**config.mk**
```make
export PLATFORM = sky130hd
export DESIGN_NAME = pump_safety_mode_controller_top
export DESIGN_NICKNAME = d
export VERILOG_FILES = /design/src/hw/rtl/psmc_pkg.sv /design/src/hw/rtl/psmc_front.sv /design/src/hw/rtl/psmc_queue.sv /design/src/hw/rtl/psmc_back.sv /design/src/hw/rtl/pump_safety_mode_controller_top.sv
export SDC_FILE = /design/constraint.sdc
export NUM_CORES = 1
export LEC_CHECK = 0
export BUFFER_PORTS_ARGS = -buffer_cell sky130_fd_sc_hd__buf_4
export CORE_ASPECT_RATIO = 0.75
export CORE_MARGIN = 5
export CORE_UTILIZATION = 60
export CTS_BUF_LIST = sky130_fd_sc_hd__clkbuf_16
export DETAILED_ROUTE_END_ITERATION = 6
export GPL_TIMING_DRIVEN = 1
export PLACE_DENSITY = 0.79
export SETUP_SLACK_MARGIN = 0.15
export SLEW_MARGIN = 25
export SYNTH_ARGS = -nofsm -noshare
export SYNTH_HDL_FRONTEND = slang
export SYNTH_SLANG_ARGS = --single-unit
```
**constraint.sdc**
```tcl
create_clock -name clk -period 14.4 [get_ports clk]
set_clock_uncertainty 0.2 [all_clocks]
set_input_delay 0 -clock clk [delete_from_list [all_inputs] [get_ports clk]]
set_output_delay 0 -clock clk [all_outputs]
set_load 0.005 [all_outputs]
```
**src/hw/rtl/psmc_pkg.sv**
```systemverilog
// ----------------------------------------------------------------------------
// psmc_pkg
// Shared types, widths and codes of the pump safety mode controller.
// ----------------------------------------------------------------------------
package psmc_pkg;

  // field widths
  localparam int unsigned SAMPLE_W    = 16;
  localparam int unsigned EPOCH_W     = 32;
  localparam int unsigned MINUTE_W    = 11;
  localparam int unsigned WAIT_W      = 16;
  localparam int unsigned CFG_ADDR_W  = 3;
  localparam int unsigned CFG_DATA_W  = 16;
  localparam int unsigned IN_TDATA_W  = 64;
  localparam int unsigned IN_TUSER_W  = 3;
  localparam int unsigned MODE_CODE_W = 3;
  localparam int unsigned OUT_TDATA_W = 8;

  // queue between front and back
  localparam int unsigned Q_DEPTH = 2;
  localparam int unsigned Q_PTR_W = 1;
  localparam int unsigned Q_CNT_W = 2;

  // input word layout
  localparam int unsigned TD_SAMPLE_LO = 0;
  localparam int unsigned TD_BUTTON_LO = 16;
  localparam int unsigned TD_DONE_BIT  = 18;
  localparam int unsigned TD_EPOCH_LO  = 19;
  localparam int unsigned TD_MINUTE_LO = 51;

  // request kinds on in_tuser
  localparam logic [IN_TUSER_W-1:0] REQ_BATT   = 3'd0;
  localparam logic [IN_TUSER_W-1:0] REQ_TANK   = 3'd1;
  localparam logic [IN_TUSER_W-1:0] REQ_RATE   = 3'd2;
  localparam logic [IN_TUSER_W-1:0] REQ_BUTTON = 3'd3;
  localparam logic [IN_TUSER_W-1:0] REQ_TICK   = 3'd4;

  // button codes
  localparam logic [1:0] KEY_MODE   = 2'd0;
  localparam logic [1:0] KEY_FORCE  = 2'd1;
  localparam logic [1:0] KEY_CONFIG = 2'd2;

  // configuration register indexes
  localparam logic [CFG_ADDR_W-1:0] CFG_MIN_RATE     = 3'd0;
  localparam logic [CFG_ADDR_W-1:0] CFG_MIN_BATTERY  = 3'd1;
  localparam logic [CFG_ADDR_W-1:0] CFG_WIN_START    = 3'd2;
  localparam logic [CFG_ADDR_W-1:0] CFG_WIN_STOP     = 3'd3;
  localparam logic [CFG_ADDR_W-1:0] CFG_STARTUP_WAIT = 3'd4;
  localparam logic [CFG_ADDR_W-1:0] CFG_AUTO_START   = 3'd5;

  // configuration reset values
  localparam logic [SAMPLE_W-1:0] RST_MIN_RATE     = 16'd0;
  localparam logic [SAMPLE_W-1:0] RST_MIN_BATTERY  = 16'd0;
  localparam logic [MINUTE_W-1:0] RST_WIN_START    = 11'd0;
  localparam logic [MINUTE_W-1:0] RST_WIN_STOP     = 11'd1439;
  localparam logic [WAIT_W-1:0]   RST_STARTUP_WAIT = 16'd120;

  // mode codes on the result word
  localparam logic [MODE_CODE_W-1:0] MODE_CODE_IDLE    = 3'd0;
  localparam logic [MODE_CODE_W-1:0] MODE_CODE_STARTUP = 3'd1;
  localparam logic [MODE_CODE_W-1:0] MODE_CODE_RUNNING = 3'd2;
  localparam logic [MODE_CODE_W-1:0] MODE_CODE_ERROR   = 3'd3;
  localparam logic [MODE_CODE_W-1:0] MODE_CODE_CONFIG  = 3'd4;

  // classified command kinds
  typedef enum logic [2:0] {
    CMD_NONE   = 3'd0,
    CMD_BATT   = 3'd1,
    CMD_RATE   = 3'd2,
    CMD_BUTTON = 3'd3,
    CMD_TICK   = 3'd4
  } cmd_kind_t;

  // classified button
  typedef enum logic [1:0] {
    BCLS_OTHER  = 2'd0,
    BCLS_FORCE  = 2'd1,
    BCLS_CONFIG = 2'd2
  } btn_cls_t;

  // one queued command
  typedef struct packed {
    cmd_kind_t             kind;
    btn_cls_t              btn;
    logic                  done;
    logic [SAMPLE_W-1:0]   sample;
    logic [EPOCH_W-1:0]    epoch;
    logic [MINUTE_W-1:0]   minute;
  } cmd_t;

  // queue status seen by both sides
  typedef struct packed {
    logic full;
    logic empty;
  } q_status_t;

  // controller mode, one-hot
  typedef enum logic [4:0] {
    MODE_IDLE    = 5'b00001,
    MODE_STARTUP = 5'b00010,
    MODE_RUNNING = 5'b00100,
    MODE_ERROR   = 5'b01000,
    MODE_CONFIG  = 5'b10000
  } mode_t;

  // one-hot mode to result code
  function automatic logic [MODE_CODE_W-1:0] mode_code(input mode_t m);
    logic [MODE_CODE_W-1:0] c;
    c = MODE_CODE_IDLE;
    unique case (m)
      MODE_IDLE:    c = MODE_CODE_IDLE;
      MODE_STARTUP: c = MODE_CODE_STARTUP;
      MODE_RUNNING: c = MODE_CODE_RUNNING;
      MODE_ERROR:   c = MODE_CODE_ERROR;
      MODE_CONFIG:  c = MODE_CODE_CONFIG;
      default:      c = MODE_CODE_IDLE;
    endcase
    return c;
  endfunction

endpackage

```
**src/hw/rtl/psmc_front.sv**
```systemverilog
// ----------------------------------------------------------------------------
// psmc_front
// Accepts input words, classifies event kind and button, pushes commands.
// ----------------------------------------------------------------------------
module psmc_front (
  input  logic                              in_tvalid,
  output logic                              in_tready,
  input  logic [psmc_pkg::IN_TDATA_W-1:0]   in_tdata,
  input  logic [psmc_pkg::IN_TUSER_W-1:0]   in_tuser,
  input  psmc_pkg::q_status_t               q_status,
  output logic                              push,
  output psmc_pkg::cmd_t                    push_cmd
);

  psmc_pkg::cmd_kind_t kind;
  psmc_pkg::btn_cls_t  btn;
  logic [1:0]          button_code;

  assign button_code = in_tdata[psmc_pkg::TD_BUTTON_LO +: 2];

  // event kind; tank samples and unknown kinds change nothing
  always_comb begin
    unique case (in_tuser)
      psmc_pkg::REQ_BATT:   kind = psmc_pkg::CMD_BATT;
      psmc_pkg::REQ_RATE:   kind = psmc_pkg::CMD_RATE;
      psmc_pkg::REQ_BUTTON: kind = psmc_pkg::CMD_BUTTON;
      psmc_pkg::REQ_TICK:   kind = psmc_pkg::CMD_TICK;
      default:              kind = psmc_pkg::CMD_NONE;
    endcase
  end

  // button class; mode button and unused code act alike
  always_comb begin
    unique case (button_code)
      psmc_pkg::KEY_FORCE:  btn = psmc_pkg::BCLS_FORCE;
      psmc_pkg::KEY_CONFIG: btn = psmc_pkg::BCLS_CONFIG;
      default:              btn = psmc_pkg::BCLS_OTHER;
    endcase
  end

  // command assembly
  always_comb begin
    push_cmd.kind   = kind;
    push_cmd.btn    = btn;
    push_cmd.done   = in_tdata[psmc_pkg::TD_DONE_BIT];
    push_cmd.sample = in_tdata[psmc_pkg::TD_SAMPLE_LO +: psmc_pkg::SAMPLE_W];
    push_cmd.epoch  = in_tdata[psmc_pkg::TD_EPOCH_LO +: psmc_pkg::EPOCH_W];
    push_cmd.minute = in_tdata[psmc_pkg::TD_MINUTE_LO +: psmc_pkg::MINUTE_W];
  end

  assign in_tready = !q_status.full;
  assign push      = in_tvalid && in_tready;

endmodule

```
**src/hw/rtl/psmc_queue.sv**
```systemverilog
// ----------------------------------------------------------------------------
// psmc_queue
// Two-entry command queue between the front and the back.
// ----------------------------------------------------------------------------
module psmc_queue (
  input  logic                clk,
  input  logic                rst_n,
  input  logic                push,
  input  psmc_pkg::cmd_t      push_cmd,
  input  logic                pop,
  output psmc_pkg::cmd_t      head_cmd,
  output psmc_pkg::q_status_t q_status
);

  psmc_pkg::cmd_t                 entry_r [psmc_pkg::Q_DEPTH];
  logic [psmc_pkg::Q_PTR_W-1:0]   wr_ptr_r, wr_ptr_nxt;
  logic [psmc_pkg::Q_PTR_W-1:0]   rd_ptr_r, rd_ptr_nxt;
  logic [psmc_pkg::Q_CNT_W-1:0]   count_r, count_nxt;

  // pointer and fill count update
  always_comb begin
    wr_ptr_nxt = wr_ptr_r;
    rd_ptr_nxt = rd_ptr_r;
    count_nxt  = count_r;
    if (push) begin
      wr_ptr_nxt = wr_ptr_r + 1'b1;
    end
    if (pop) begin
      rd_ptr_nxt = rd_ptr_r + 1'b1;
    end
    if (push && !pop) begin
      count_nxt = count_r + 1'b1;
    end else if (pop && !push) begin
      count_nxt = count_r - 1'b1;
    end
  end

  always_ff @(posedge clk) begin
    if (!rst_n) begin
      wr_ptr_r <= '0;
      rd_ptr_r <= '0;
      count_r  <= '0;
    end else begin
      wr_ptr_r <= wr_ptr_nxt;
      rd_ptr_r <= rd_ptr_nxt;
      count_r  <= count_nxt;
    end
  end

  // entry storage
  always_ff @(posedge clk) begin
    if (push) begin
      entry_r[wr_ptr_r] <= push_cmd;
    end
  end

  assign head_cmd       = entry_r[rd_ptr_r];
  assign q_status.full  = (count_r == psmc_pkg::Q_CNT_W'(psmc_pkg::Q_DEPTH));
  assign q_status.empty = (count_r == '0);

  // fill count stays within depth
  a_count_range: assert property (@(posedge clk) disable iff (!rst_n)
    count_r <= psmc_pkg::Q_CNT_W'(psmc_pkg::Q_DEPTH))
    else $error("queue count beyond depth");

  // nothing is popped from an empty queue
  a_no_pop_empty: assert property (@(posedge clk) disable iff (!rst_n)
    q_status.empty |-> !pop)
    else $error("pop from empty queue");

endmodule

```
**src/hw/rtl/psmc_back.sv**
```systemverilog
// ----------------------------------------------------------------------------
// psmc_back
// Executes queued commands on the mode state and registers each result word.
// ----------------------------------------------------------------------------
module psmc_back (
  input  logic                               clk,
  input  logic                               rst_n,
  input  psmc_pkg::q_status_t                q_status,
  input  psmc_pkg::cmd_t                     head_cmd,
  output logic                               pop,
  input  logic                               cfg_wr,
  input  logic [psmc_pkg::CFG_ADDR_W-1:0]    cfg_addr,
  input  logic [psmc_pkg::CFG_DATA_W-1:0]    cfg_data,
  output logic                               out_tvalid,
  input  logic                               out_tready,
  output logic [psmc_pkg::OUT_TDATA_W-1:0]   out_tdata
);

  // configuration registers
  logic [psmc_pkg::SAMPLE_W-1:0] min_rate_r;
  logic [psmc_pkg::SAMPLE_W-1:0] min_batt_r;
  logic [psmc_pkg::MINUTE_W-1:0] win_start_r;
  logic [psmc_pkg::MINUTE_W-1:0] win_stop_r;
  logic [psmc_pkg::WAIT_W-1:0]   wait_r;
  logic                          auto_start_r;

  // controller state
  psmc_pkg::mode_t               mode_r, mode_nxt;
  logic                          bypass_r, bypass_nxt;
  logic                          pump_r, pump_nxt;
  logic                          fault_r, fault_nxt;
  logic [psmc_pkg::SAMPLE_W-1:0] batt_r, batt_nxt;
  logic [psmc_pkg::SAMPLE_W-1:0] rate_r, rate_nxt;
  logic [psmc_pkg::EPOCH_W-1:0]  begin_r, begin_nxt;

  // output register
  logic                                 out_valid_r;
  logic [psmc_pkg::OUT_TDATA_W-1:0]     out_data_r, out_data_nxt;

  // checks
  logic                          batt_raw, rate_raw, win_raw;
  logic                          batt_ok, rate_ok, win_ok;
  logic [psmc_pkg::EPOCH_W-1:0]  elapsed;
  logic                          wait_over;

  assign pop = !q_status.empty && (!out_valid_r || out_tready);

  // configuration writes
  always_ff @(posedge clk) begin
    if (!rst_n) begin
      min_rate_r   <= psmc_pkg::RST_MIN_RATE;
      min_batt_r   <= psmc_pkg::RST_MIN_BATTERY;
      win_start_r  <= psmc_pkg::RST_WIN_START;
      win_stop_r   <= psmc_pkg::RST_WIN_STOP;
      wait_r       <= psmc_pkg::RST_STARTUP_WAIT;
      auto_start_r <= 1'b0;
    end else if (cfg_wr) begin
      unique case (cfg_addr)
        psmc_pkg::CFG_MIN_RATE:     min_rate_r   <= cfg_data;
        psmc_pkg::CFG_MIN_BATTERY:  min_batt_r   <= cfg_data;
        psmc_pkg::CFG_WIN_START:    win_start_r  <= cfg_data[psmc_pkg::MINUTE_W-1:0];
        psmc_pkg::CFG_WIN_STOP:     win_stop_r   <= cfg_data[psmc_pkg::MINUTE_W-1:0];
        psmc_pkg::CFG_STARTUP_WAIT: wait_r       <= cfg_data;
        psmc_pkg::CFG_AUTO_START:   auto_start_r <= cfg_data[0];
        default: ;
      endcase
    end
  end

  // strict threshold checks
  assign batt_raw  = batt_r > min_batt_r;
  assign rate_raw  = rate_r > min_rate_r;
  assign win_raw   = (head_cmd.minute > win_start_r) && (head_cmd.minute < win_stop_r);
  assign batt_ok   = batt_raw || bypass_r;
  assign rate_ok   = rate_raw || bypass_r;
  assign win_ok    = win_raw || bypass_r;
  assign elapsed   = head_cmd.epoch - begin_r;
  assign wait_over = (head_cmd.epoch > begin_r) &&
                     (elapsed > psmc_pkg::EPOCH_W'(wait_r));

  // command execution
  always_comb begin
    mode_nxt   = mode_r;
    bypass_nxt = bypass_r;
    pump_nxt   = pump_r;
    fault_nxt  = fault_r;
    batt_nxt   = batt_r;
    rate_nxt   = rate_r;
    begin_nxt  = begin_r;
    unique case (head_cmd.kind)
      psmc_pkg::CMD_BATT: batt_nxt = head_cmd.sample;
      psmc_pkg::CMD_RATE: rate_nxt = head_cmd.sample;
      psmc_pkg::CMD_BUTTON: begin
        unique case (mode_r)
          psmc_pkg::MODE_IDLE: begin
            if (head_cmd.btn == psmc_pkg::BCLS_FORCE) begin
              bypass_nxt = 1'b1;
              mode_nxt   = psmc_pkg::MODE_RUNNING;
            end else if (head_cmd.btn == psmc_pkg::BCLS_CONFIG) begin
              mode_nxt = psmc_pkg::MODE_CONFIG;
            end
          end
          psmc_pkg::MODE_STARTUP: begin
            if (head_cmd.btn == psmc_pkg::BCLS_FORCE) begin
              mode_nxt   = psmc_pkg::MODE_IDLE;
              bypass_nxt = 1'b0;
            end
          end
          psmc_pkg::MODE_RUNNING: begin
            if (head_cmd.btn == psmc_pkg::BCLS_FORCE) begin
              pump_nxt = 1'b0;
              mode_nxt = psmc_pkg::MODE_IDLE;
            end
          end
          psmc_pkg::MODE_ERROR: begin
            if (head_cmd.btn == psmc_pkg::BCLS_FORCE) begin
              mode_nxt = psmc_pkg::MODE_IDLE;
            end
          end
          psmc_pkg::MODE_CONFIG: begin
            if (head_cmd.done) begin
              mode_nxt = psmc_pkg::MODE_IDLE;
            end
          end
          default: ;
        endcase
      end
      psmc_pkg::CMD_TICK: begin
        unique case (mode_r)
          psmc_pkg::MODE_IDLE: begin
            // bypass is cleared before the checks are taken
            bypass_nxt = 1'b0;
            fault_nxt  = 1'b0;
            if (batt_raw && win_raw && auto_start_r) begin
              pump_nxt = 1'b1;
              mode_nxt = psmc_pkg::MODE_STARTUP;
            end else begin
              pump_nxt = 1'b0;
            end
          end
          psmc_pkg::MODE_STARTUP: begin
            if (begin_r == '0) begin
              begin_nxt = head_cmd.epoch;
            end else if (wait_over) begin
              begin_nxt = '0;
              if (rate_ok) begin
                mode_nxt = (batt_ok && win_ok) ? psmc_pkg::MODE_RUNNING
                                               : psmc_pkg::MODE_IDLE;
              end else begin
                mode_nxt  = psmc_pkg::MODE_ERROR;
                fault_nxt = 1'b1;
              end
            end
          end
          psmc_pkg::MODE_RUNNING: begin
            if (rate_ok) begin
              if ((batt_ok && win_ok) || bypass_r) begin
                pump_nxt = 1'b1;
              end else begin
                mode_nxt = psmc_pkg::MODE_IDLE;
                pump_nxt = 1'b0;
              end
            end else begin
              pump_nxt  = 1'b0;
              mode_nxt  = psmc_pkg::MODE_ERROR;
              fault_nxt = 1'b1;
            end
          end
          psmc_pkg::MODE_ERROR: begin
            pump_nxt   = 1'b0;
            bypass_nxt = 1'b0;
          end
          default: ;
        endcase
      end
      default: ;
    endcase
  end

  // result word: mode, pump, fault from the lowest bit up
  always_comb begin
    out_data_nxt = {{(psmc_pkg::OUT_TDATA_W - psmc_pkg::MODE_CODE_W - 2){1'b0}},
                    fault_nxt, pump_nxt, psmc_pkg::mode_code(mode_nxt)};
  end

  // state update on pop
  always_ff @(posedge clk) begin
    if (!rst_n) begin
      mode_r   <= psmc_pkg::MODE_IDLE;
      bypass_r <= 1'b0;
      pump_r   <= 1'b0;
      fault_r  <= 1'b0;
      batt_r   <= '0;
      rate_r   <= '0;
      begin_r  <= '0;
    end else if (pop) begin
      mode_r   <= mode_nxt;
      bypass_r <= bypass_nxt;
      pump_r   <= pump_nxt;
      fault_r  <= fault_nxt;
      batt_r   <= batt_nxt;
      rate_r   <= rate_nxt;
      begin_r  <= begin_nxt;
    end
  end

  // output register
  always_ff @(posedge clk) begin
    if (!rst_n) begin
      out_valid_r <= 1'b0;
    end else if (pop) begin
      out_valid_r <= 1'b1;
    end else if (out_tready) begin
      out_valid_r <= 1'b0;
    end
  end

  always_ff @(posedge clk) begin
    if (pop) begin
      out_data_r <= out_data_nxt;
    end
  end

  assign out_tvalid = out_valid_r;
  assign out_tdata  = out_data_r;

  // error mode always carries the fault flag
  a_error_fault: assert property (@(posedge clk) disable iff (!rst_n)
    (mode_r == psmc_pkg::MODE_ERROR) |-> fault_r)
    else $error("error mode without fault flag");

  // startup is only entered from an idle tick that clears bypass
  a_startup_no_bypass: assert property (@(posedge clk) disable iff (!rst_n)
    (mode_r == psmc_pkg::MODE_STARTUP) |-> !bypass_r)
    else $error("bypass set during startup wait");

  // every executed command shows up as a result word
  a_pop_result: assert property (@(posedge clk) disable iff (!rst_n)
    pop |=> out_valid_r)
    else $error("executed command without result word");

endmodule

```
**src/hw/rtl/pump_safety_mode_controller_top.sv**
```systemverilog
// ----------------------------------------------------------------------------
// pump_safety_mode_controller_top
// Pump safety mode controller: event stream in, one status word out per event.
// ----------------------------------------------------------------------------
// One event word is taken per clock while the queue has room; each returns
// exactly one status word (mode, pump drive, fault). The front stage
// classifies the event, a two-entry queue holds it, and the back stage applies
// it to the mode state while loading the output register, one event per cycle
// while out_tready is high; the output register and the queue absorb stalls
// on out_tready. Configuration writes are always ready and take effect on the
// next cycle; they must be made while no event is in flight (not enforced).
module pump_safety_mode_controller_top (
  input  logic                              clk,
  input  logic                              rst_n,
  // event channel
  input  logic                              in_tvalid,
  output logic                              in_tready,
  // sample_value, button_code, menu_done, epoch_seconds, minute_of_day, pad
  input  logic [psmc_pkg::IN_TDATA_W-1:0]   in_tdata,
  // req_type
  input  logic [psmc_pkg::IN_TUSER_W-1:0]   in_tuser,
  // status channel
  output logic                              out_tvalid,
  input  logic                              out_tready,
  // mode, pump_on, fault_code, pad
  output logic [psmc_pkg::OUT_TDATA_W-1:0]  out_tdata,
  // configuration write channel
  input  logic                              cfg_valid,
  output logic                              cfg_ready,
  input  logic [psmc_pkg::CFG_ADDR_W-1:0]   cfg_addr,
  input  logic [psmc_pkg::CFG_DATA_W-1:0]   cfg_data
);

  psmc_pkg::q_status_t q_status;
  psmc_pkg::cmd_t      push_cmd;
  psmc_pkg::cmd_t      head_cmd;
  logic                push;
  logic                pop;
  logic                cfg_wr;

  assign cfg_ready = 1'b1;
  assign cfg_wr    = cfg_valid && cfg_ready;

  psmc_front u_front (
    .in_tvalid (in_tvalid),
    .in_tready (in_tready),
    .in_tdata  (in_tdata),
    .in_tuser  (in_tuser),
    .q_status  (q_status),
    .push      (push),
    .push_cmd  (push_cmd)
  );

  psmc_queue u_queue (
    .clk      (clk),
    .rst_n    (rst_n),
    .push     (push),
    .push_cmd (push_cmd),
    .pop      (pop),
    .head_cmd (head_cmd),
    .q_status (q_status)
  );

  psmc_back u_back (
    .clk        (clk),
    .rst_n      (rst_n),
    .q_status   (q_status),
    .head_cmd   (head_cmd),
    .pop        (pop),
    .cfg_wr     (cfg_wr),
    .cfg_addr   (cfg_addr),
    .cfg_data   (cfg_data),
    .out_tvalid (out_tvalid),
    .out_tready (out_tready),
    .out_tdata  (out_tdata)
  );

endmodule

```
==> run_results.csv, run 1 <==
group,metric,value,unit
yosys,async_flop_share,0,%
critical_path,crit_type,"flop to flop",
grt,grt_pass1_vias,11700,
yosys,yosys.cell_types.count,79,
sta,fin_crit,6.24,ns
critical_path,reg2reg_slack,8.16,ns
die,num_rows,49,
route,wirelength,37000,um
sta,report.final.hold_viol_count,0,
placement,hpwl,24000,um
clock_tree,numCtsBuffers,28,
critical_path,start_kind,"flop",
yosys,synth_edf_count,135,
sta,fmax,0.160,GHz
grt,grt_util_all_layers,26.0,%
route,route.met3.wl,2440,um
sta,tightest_slew,0.981,ns
yosys,synth_top_area_share,27.4,%
route,wl_per_cell,17.7,um
finish,fin_nets,1928,
placement,port-buffer-count,95,
clock_tree,cts_tree,"done",
route,vias,12000,
finish,antenna_cells,0,
route,drt_iter0_drc,900,
worst_hold_path,hold_class,"input pin to flop",
clock_tree,postCtsSetupRepairBufs,0,
die,die_h,146,um
finish,final_util,75.4,%
placement,place_area,15700,sq um
critical_path,cpPeakStageDelay,0.61,ns
grt,antenna_found_initial,0,
sta,finalSetupViolations,0,
finish,area_growth,22.9,%
die,die_w,191,um
yosys,synth_cells,1512,
status,status,"completed",
finish,layout_commonest_cell,"nand2_1",
grt,grt.overflow.total,0,
finish,fin_cells,2086,
clock_tree,cts.path.max_buffers,3,
die,initial_core_util,61.3,%
clock_tree,clockRootBuffer,"clkbuf_16",
sta,fin_crit_sh,43.3,%
die,core_area,24200,sq um
critical_path,cp_slowest_cell,"dfxtp_4",
route,firstDrtPassIters,5,
power,vdd_drop_max,0.122,mV
sta,rsz0062_at_grt,"no",
power,p_per_area,154,nW/um^2
yosys,synth_top_cell_by_area,"edfxtp_1",
critical_path,crit_buf_inv,1,
critical_path,arrival,6.51,ns
yosys,syn-cell-area,14800,sq um
route,dr_wl_met2,16500,um
yosys,ys.flop_type,"dfxtp_1",
yosys,ys_warn_count,0,
route,post_drt_via_cell_ratio,5.74,
grt,grt_start_max_net_pins,88,
placement,globalplace.congestion,0.927,
critical_path,critPathTopFamily,"compound AO/OA/AOI/OAI gates",
yosys,ys_seq_elements,284,
placement,dpl.cell_count,1880,
finish,finalInstanceArea,18200,sq um
clock_tree,cts.sinks,284,
sta,finalSetupTns,0,ns
clock_tree,clk_pin_slew_worst_paths,0.06,ns
yosys,synthTopCellsByArea,"edfxtp_1, dfxtp_1, ha_1",
finish,drive_gt1_share,14.9,%
sta,report.final.slew_viol_count,0,
yosys,yosysSeqAreaShare,47.5,%
route,routedLengthMet1,17200,um
yosys,syn_avg_cell_area,9.80,sq um
clock_tree,h-tree-depth,1,
critical_path,crit_chain,"mux2_2 > ha_1 > a211oi_1 > nand2b_1 > o21a_1 > o31ai_1 > xnor2_1 > ha_1 > and4_1 > nand3_1 > nor3_1 > nor2_1 > a211oi_1 > o211ai_1 > nor4b_4 > a31oi_2 > o21bai_4 > buf_16 > a22oi_1 > nor2_1",
critical_path,end_kind,"flop",
critical_path,critPathMaxFanout,28,
finish,final_cell_mix,"nand2_1, dlygate4sd3_1, dfxtp_1, edfxtp_1, a21oi_1",
route,drc,0,
clock_tree,clk_latency,0.55,ns
die,io_pins,102,
power,power_leakage,6.74,nW
sta,maxSlewHeadroom,34.6,%
critical_path,cp_data_required_time,14.67,ns
grt,grt_pass1_wl,59800,um
die,dieArea,28000,sq um
flow_run,drv_cap,0,
route,dr.max_layer_used,"met4",
route,ant_nets,0,
==> worst register-to-register path, delay by kind of cell, from the launching register on <==
family	cells	cell delay (ns)
AO/OA/AOI/OAI	8	2.46
AND/OR/NAND/NOR	7	1.32
adder cells (fa/ha/maj)	2	0.70
flip-flops	1	0.61
multiplexers	1	0.46
buffers and inverters	1	0.24
XOR/XNOR	1	0.19
==> per-stage QoR <==
stage / setup slack [ns] / power [mW] / hold slack [ns]
detailed placement: 7.94 / 2.03 / -0.0126
global route: 7.76 / 2.98 / 0.0117
floorplan: 8.65 / 1.77 / -0.101
finish: 8.16 / 2.81 / 0.0154
global placement: 8.00 / 2.00 / -0.0154
CTS: 7.89 / 2.79 / 0.00136
==> where the power goes <==
| part | switching, mW | internal, mW | leakage, nW | total (mW) |
|---|---|---|---|---|
| Combinational | 0.633 | 0.431 | 3.79 | 1.06 |
| Clock | 0.308 | 0.418 | 0.469 | 0.726 |
| Sequential | 0.0593 | 0.961 | 2.47 | 1.02 |
==> worst paths after layout <==
path,end,startpoint,cells past startpoint
max,u_back.begin_r[19],flop,20
min,u_queue.entry_r[0][25],in_tdata[33],2
max reg2reg,u_back.begin_r[19],flop,20
min reg2reg,u_back.min_rate_r[9],u_back.min_rate_r[9],2
==> synth_stat cells (4+ instances only) <==
cell        n
o21a_1      8
and2_1      7
nand2_1   195
a31oi_1    10
ha_1      103
a211o_1     9
mux2_2     45
buf_4       5
nor3_1     21
a21oi_1   122
a22oi_1    14
a21o_1      9
a211oi_1   45
a22oi_2    20
dfxtp_1   149
buf_2       6
o211ai_1   21
edfxtp_1  135
nor4_1     11
nand4_1    21
o21ai_0    55
nor2b_1    17
nor3b_1     6
mux2i_1    28
o31ai_1     5
inv_1     115
nor2_1    107
xnor2_1    17
nand2b_1   13
a21oi_2     6
clkbuf_1   49
or2_2       4
xor2_1     14
o21ai_1     4
and3_1      5
nand3_1    20
nor2_2     17
buf_1       7
==> final cells by class <==
cell class	instances	area, sq um
multi-input combinational	1044	7060
sequential	284	7040
fill	1687	5940
timing repair buffer	259	2350
clock buffer	29	726
inverter	116	438
tap	331	414
clock inverter	23	189
==> sequential cells by signal (all words and copies together) (netlist names), 11 cells and up, named ones only <==
register	flops
u_back.begin_r	32
u_back.win_start_r	11
u_back.wait_r	16
u_back.min_rate_r	16
u_back.rate_r	16
u_back.batt_r	16
u_back.min_batt_r	16
u_back.win_stop_r	11
u_queue.entry_r	130
==> metal layers <==
metal / global-route usage [%] / vias to the layer above
li1: - / 5865
met1: 38.4 / 5662
met2: 41.0 / 387
met3: 3.91 / 70
met4: 5.89 / 0
met5: 0 / -
==> logic make-up (layout without fill, tap and decap cells) <==
group | count (synthesis) | in the layout | share of synthesized area, %
simple gates | 466 | 466 | 14.8
compound gates | 366 | 366 | 16.7
flops | 284 | 284 | 47.5
buf+inv | 186 | 427 | 5.04
fa+ha+maj | 104 | 104 | 8.83
mux | 73 | 73 | 5.31
xor+xnor | 31 | 31 | 1.83
other cells | 2 | 4 | 0.0507
==> what timing repair did <==
action                    4_1_cts  5_1_grt
hold buffers                  153        0
hold endpoints to repair      231        0
resized for setup               0        0
(Power assumes the default switching activity.)
==> run 2, diff against run 1 <==
Settings changed: ABC_AREA set to 1.
Clock period 14.4 ns to 6.35 ns, I/O delays scaled along.
==> run 2 against run 1 <==
- flip-flop and latch count is the same
- critical path depth is 8 higher
- wire length increased by 5.4%
==> run_results.csv, run 2 <==
group,metric,value,unit
placement,globalplace.congestion,0.967,
yosys,yosysSeqAreaShare,46.1,%
clock_tree,postCtsSetupRepairBufs,0,
power,p_per_area,368,nW/um^2
route,drt_iter0_drc,1004,
placement,dpl.cell_count,2239,
power,vdd_drop_max,0.264,mV
route,post_drt_via_cell_ratio,5.35,
critical_path,reg2reg_slack,0.91,ns
critical_path,arrival,5.65,ns
finish,final_cell_mix,"nand2_1, inv_1, a21oi_1, dlygate4sd3_1, dfxtp_1",
clock_tree,clk_latency,0.54,ns
yosys,yosys.cell_types.count,50,
clock_tree,cts.path.max_buffers,3,
grt,grt_pass1_wl,62700,um
sta,report.final.hold_viol_count,0,
die,initial_core_util,61.0,%
yosys,synth_top_area_share,26.6,%
finish,top_register,"u_queue.entry_r",
clock_tree,numCtsBuffers,27,
critical_path,r2r_cells,28,
die,die_w,194,um
finish,largestRegisters,"u_queue.entry_r x130, u_back.begin_r x32",
route,wl_per_cell,15.9,um
placement,port-buffer-count,95,
grt,antenna_found_initial,0,
yosys,syn-cell-area,15300,sq um
power,power,6.85,mW
yosys,ys.flop_type,"dfxtp_1",
worst_hold_path,hold_class,"input pin to flop",
placement,place_area,16200,sq um
finish,layout_commonest_cell,"nand2_1",
sta,rsz0062_at_grt,"no",
grt,grt.overflow.total,0,
critical_path,cp_common_cell,"nand2_1",
yosys,async_flop_share,0,%
die,num_rows,50,
sta,fin_crit,5.44,ns
route,vias,13100,
die,io_pins,102,
die,core_area,25000,sq um
critical_path,end_kind,"flop",
power,power_leakage,8.14,nW
finish,finalInstanceArea,18600,sq um
critical_path,start_kind,"flop",
critical_path,crit_type,"flop to flop",
grt,grt_pass1_vias,12300,
critical_path,cp_data_required_time,6.56,ns
yosys,synth_edf_count,135,
critical_path,cpPeakStageDelay,0.73,ns
yosys,synth_top_cell_by_area,"edfxtp_1",
clock_tree,cts_hold_buf,156,
yosys,ys_warn_count,0,
sta,maxSlewHeadroom,35.6,%
finish,drive_gt1_share,11.2,%
flow_run,drv_cap,0,
sta,fmax,0.184,GHz
grt,grt_util_all_layers,26.6,%
route,drc,0,
grt,grt_start_max_net_pins,109,
die,die_h,148,um
yosys,yosysMostFrequentCell,"nand2_1",
sta,finalSetupTns,0,ns
finish,fillers,1838,
placement,hpwl,26100,um
finish,largest_reg_flops,130,
worst_hold_path,holdPathStages,2,
finish,fin_cells,2444,
route,ant_nets,0,
yosys,netlist_top_cells_count,"nand2_1, inv_1, a21oi_1",
finish,area_growth,22.1,%
critical_path,rr_endpoint,"u_back.begin_r[2]",
status,status,"completed",
finish,fin_nets,2281,
clock_tree,cts_tree,"done",
route,firstDrtPassIters,6,
yosys,synthTopCellsByArea,"edfxtp_1, dfxtp_1, nand2_1",
clock_tree,h-tree-depth,1,
route,wirelength,38900,um
critical_path,cp_slowest_cell,"dfxtp_4",
worst_hold_path,hp-start,"in_tdata[53]",
sta,tightest_slew,0.966,ns
yosys,synth_cells,1850,
die,dieArea,28800,sq um
worst_hold_path,holdPathEnd,"u_queue.entry_r[0][2]",
sta,report.final.slew_viol_count,0,
sta,fin_crit_sh,85.7,%
yosys,syn_avg_cell_area,8.25,sq um
critical_path,critPathMaxFanout,41,
finish,antenna_cells,0,
clock_tree,clk_pin_slew_worst_paths,0.07,ns
clock_tree,cts_resized,0,
clock_tree,clockRootBuffer,"clkbuf_16",
clock_tree,cts.sinks,284,
yosys,ys_seq_elements,284,
finish,final_util,74.5,%
sta,finalSetupViolations,0,
run 2: changes by cell type in the layout (fill, tap and decap cells not counted), moves of 27 or more:
cell	before	now
a21oi_1	122	191
nand2_1	195	423
nand3_1	20	47
inv_1	119	330
o21ai_0	55	120
a211oi_1	45	1
run 2: worst max-delay path, delay by kind of cell (launching register included):
family	cells	cell delay (ns)
compound gates	2	0.25
mux	1	0.43
fa+ha+maj	2	0.71
simple gates	22	2.79
flops	1	0.73
xor+xnor	1	0.12
run 2: worst max path at each step:
stage,startpoint,endpoint,slack (ns),depth (start not counted)
floorplan,flop,u_back.out_tdata[0],1.81,36
global placement,flop,u_back.begin_r[10],1.06,31
detailed placement,flop,u_back.begin_r[20],0.97,28
CTS,flop,u_back.begin_r[20],0.96,28
global route,flop,u_back.begin_r[21],0.43,31
finish,flop,u_back.begin_r[2],0.91,28
run 2: per-stage QoR:
stage | hold WS [ns] | setup WS, ns
final | 0.0160 | 0.905
after global routing | 0.0144 | 0.428
after CTS | 0.000168 | 0.959
after detailed placement | -0.0126 | 0.971
after global placement | -0.0156 | 1.06
after floorplan | -0.101 | 1.81
run 2: cells by family after synthesis:
group	Yosys count	synth area share [%]
adder cells (fa/ha/maj)	104	8.58
AO/OA/AOI/OAI	350	12.3
flip-flops	284	46.1
AND/OR/NAND/NOR	653	18.0
other	2	0.0492
XOR/XNOR	15	0.861
buffers and inverters	383	9.74
multiplexers	59	4.33
run 2: report_power, final:
group	internal (mW)	switching, mW	leakage (nW)
logic	1.12	1.87	5.23
registers	2.19	0.155	2.47
clock network	0.850	0.673	0.442
total	4.15	2.70	8.14
run 2: final cells by class:
type / count / area (sq um) / share of cell area (%)
clock buffer: 27 / 676 / 3.63
clock inverter: 22 / 149 / 0.799
inverter: 330 / 1240 / 6.65
multi-input combinational: 1185 / 6780 / 36.4
sequential: 284 / 7040 / 37.8
tap: 338 / 423 / 2.27
timing repair buffer: 258 / 2330 / 12.5
run 2: metal layers:
layer / track usage [%] / wire length, um / vias to the layer above / part of all wire, %
met3: 4.60 / 2850 / 53 / 7.3
met1: 39.3 / 18300 / 6057 / 47
met2: 41.9 / 17100 / 442 / 44
met5: 0 / 0 / - / 0
met4: 4.99 / 723 / 0 / 1.9
li1: - / - / 6527 / -
==> run 3, diff against run 2 <==
Settings changed: CTS_CLUSTER_DIAMETER set to 40.
Clock period 6.35 ns to 5.3 ns, I/O delays scaled along.
==> run 3 against run 2 <==
- cell area is 0.88% higher
- via count is 1.3% higher
- critical endpoint is now u_back.out_tdata[0]
- core utilization is 0.65 points higher
- sequential share of layout area is 0.33 points lower
- worst setup slack worse by 0.35 ns
- hold slack worse by 0.0047 ns
==> run_results.csv, run 3 (synthesis gave the netlist of run 2 again) <==
group,metric,value,unit
route,firstDrtPassIters,7,
die,die_w,194,um
placement,port-buffer-count,95,
clock_tree,clockRootBuffer,"clkbuf_16",
flow_run,drv_cap,0,
die,num_rows,50,
sta,fin_crit_sh,89.5,%
die,io_pins,102,
critical_path,cp_common_cell,"nand2_1",
finish,largest_reg_flops,130,
critical_path,cp_data_required_time,5.38,ns
route,wirelength,41200,um
die,die_h,148,um
sta,report.final.hold_viol_count,0,
sta,tightest_slew,0.935,ns
power,switching_power,3.51,mW
finish,layout_commonest_cell,"nand2_1",
finish,top_register,"u_queue.entry_r",
critical_path,cp_slowest_cell,"dfxtp_4",
critical_path,crit_type,"flop to flop",
power,p_comb_share,43.3,%
route,drt_iter0_drc,1167,
die,initial_core_util,61.0,%
grt,grt_util_all_layers,27.9,%
finish,final_cell_mix,"nand2_1, inv_1, a21oi_1, dfxtp_1, edfxtp_1",
finish,final_util,75.1,%
clock_tree,clk_pin_slew_worst_paths,0.06,ns
grt,antenna_found_initial,0,
finish,finalInstanceArea,18800,sq um
finish,drive_gt1_share,13.0,%
power,p_sw_share,40.0,%
critical_path,critPathMaxFanout,7,
sta,finalSetupViolations,0,
power,p_per_area,467,nW/um^2
die,core_area,25000,sq um
critical_path,end_kind,"flop",
finish,antenna_cells,0,
clock_tree,cts.sinks,284,
clock_tree,cts.path.max_buffers,3,
route,post_drt_via_cell_ratio,5.43,
power,intPower,5.27,mW
power,p_seq_share,31.5,%
finish,fin_nets,2269,
critical_path,start_kind,"flop",
power,power_leakage,8.15,nW
finish,fillers,1796,
route,vias,13200,
clock_tree,numCtsBuffers,34,
sta,maxSlewHeadroom,37.6,%
critical_path,cpPeakStageDelay,0.44,ns
sta,fin_crit,4.74,ns
grt,grt_pass1_wl,65300,um
clock_tree,clk_latency,0.52,ns
grt,grt_pass1_vias,12800,
clock_tree,cts_tree,"done",
die,dieArea,28800,sq um
sta,report.final.slew_viol_count,0,
sta,finalSetupTns,0,ns
placement,globalplace.congestion,0.928,
grt,grt_start_max_net_pins,109,
sta,rsz0062_at_grt,"no",
power,power,8.78,mW
route,ant_nets,0,
finish,area_growth,23.2,%
route,wl_per_cell,16.9,um
finish,largestRegisters,"u_queue.entry_r x130, u_back.begin_r x32",
worst_hold_path,hold_class,"input pin to flop",
placement,hpwl,26900,um
route,drc,0,
status,status,"completed",
power,vdd_drop_max,0.305,mV
power,p_clk_share,25.2,%
placement,place_area,16300,sq um
critical_path,arrival,4.82,ns
grt,grt.overflow.total,0,
sta,fmax,0.211,GHz
clock_tree,h-tree-depth,2,
## run 3: changes by cell type in the layout (fill, tap and decap cells not counted), moves of 3 or more
cell / previous run / this run
nor2_1: 106 / 103
clkinvlp_4: 0 / 5
inv_6: 1 / 4
ha_1: 103 / 98
buf_4: 102 / 106
dlygate4sd3_1: 156 / 129
inv_1: 330 / 324
nand2_1: 423 / 419
clkinv_4: 0 / 3
clkbuf_16: 27 / 35
ha_4: 0 / 3
clkinv_8: 0 / 4
clkinv_2: 7 / 3
nand2_2: 6 / 10
## run 3: through the flow
step	setup WS [ns]	cells	hold slack, ns
global placement	0.490	2241	-0.0156
finish	0.555	2438	0.0113
CTS	0.377	2432	0.0000854
global route	0.107	2438	0.0136
floorplan	0.760	1852	-0.101
detailed placement	0.415	2241	-0.0126
## run 3: final timing paths
kind | cells past startpoint | endpoint | from | slack, ns
min | 2 | u_queue.entry_r[0][0] | in_tdata[51] | 0.01
max | 31 | u_back.out_tdata[0] | flop | 0.56
min reg2reg | 2 | u_back.batt_r[4] | u_back.batt_r[4] | 0.25
max reg2reg | 31 | u_back.out_tdata[0] | flop | 0.56
## run 3: power by group through the flow
stage / clock network [mW] / registers (mW) / logic (mW)
final: 2.21 / 2.76 / 3.81
after global routing: 2.34 / 2.79 / 4.24
after CTS: 2.23 / 2.78 / 3.56
after detailed placement: 0 / 2.82 / 3.45
after global placement: 0 / 2.82 / 3.36
after floorplan: 0 / 2.76 / 2.57
## run 3: metal layers
layer | GRT usage [%] | vias to the layer above | part of all wire, %
met4 | 6.22 | 0 | 1.9
met2 | 43.5 | 495 | 43
li1 | - | 6505 | -
met3 | 5.32 | 73 | 7.7
met1 | 41.0 | 6174 | 47
met5 | 0 | - | 0
## run 3: area by class of cell
class	count	area, sq um	share of cell area (%)
sequential	284	7040	37.5
timing repair buffer	239	2170	11.5
tap	338	423	2.25
multi-input combinational	1185	6840	36.4
clock inverter	27	209	1.11
clock buffer	35	876	4.66
inverter	330	1240	6.59
## run 3: repair_timing
action / CTS / global route
setup buffers: 0 / 6
resized for setup: 0 / 17
endpoints found under the setup margin: 0 / 41
endpoints found under the hold margin: 245 / 0
hold buffers: 129 / 0
## run 3: worst max-delay path, delay by kind of cell, from the launching register on
kind	cells	cell delay [ns]
buf+inv	1	0.19
xor+xnor	1	0.11
fa+ha+maj	2	0.69
mux	1	0.37
flops	1	0.44
simple gates	26	2.51
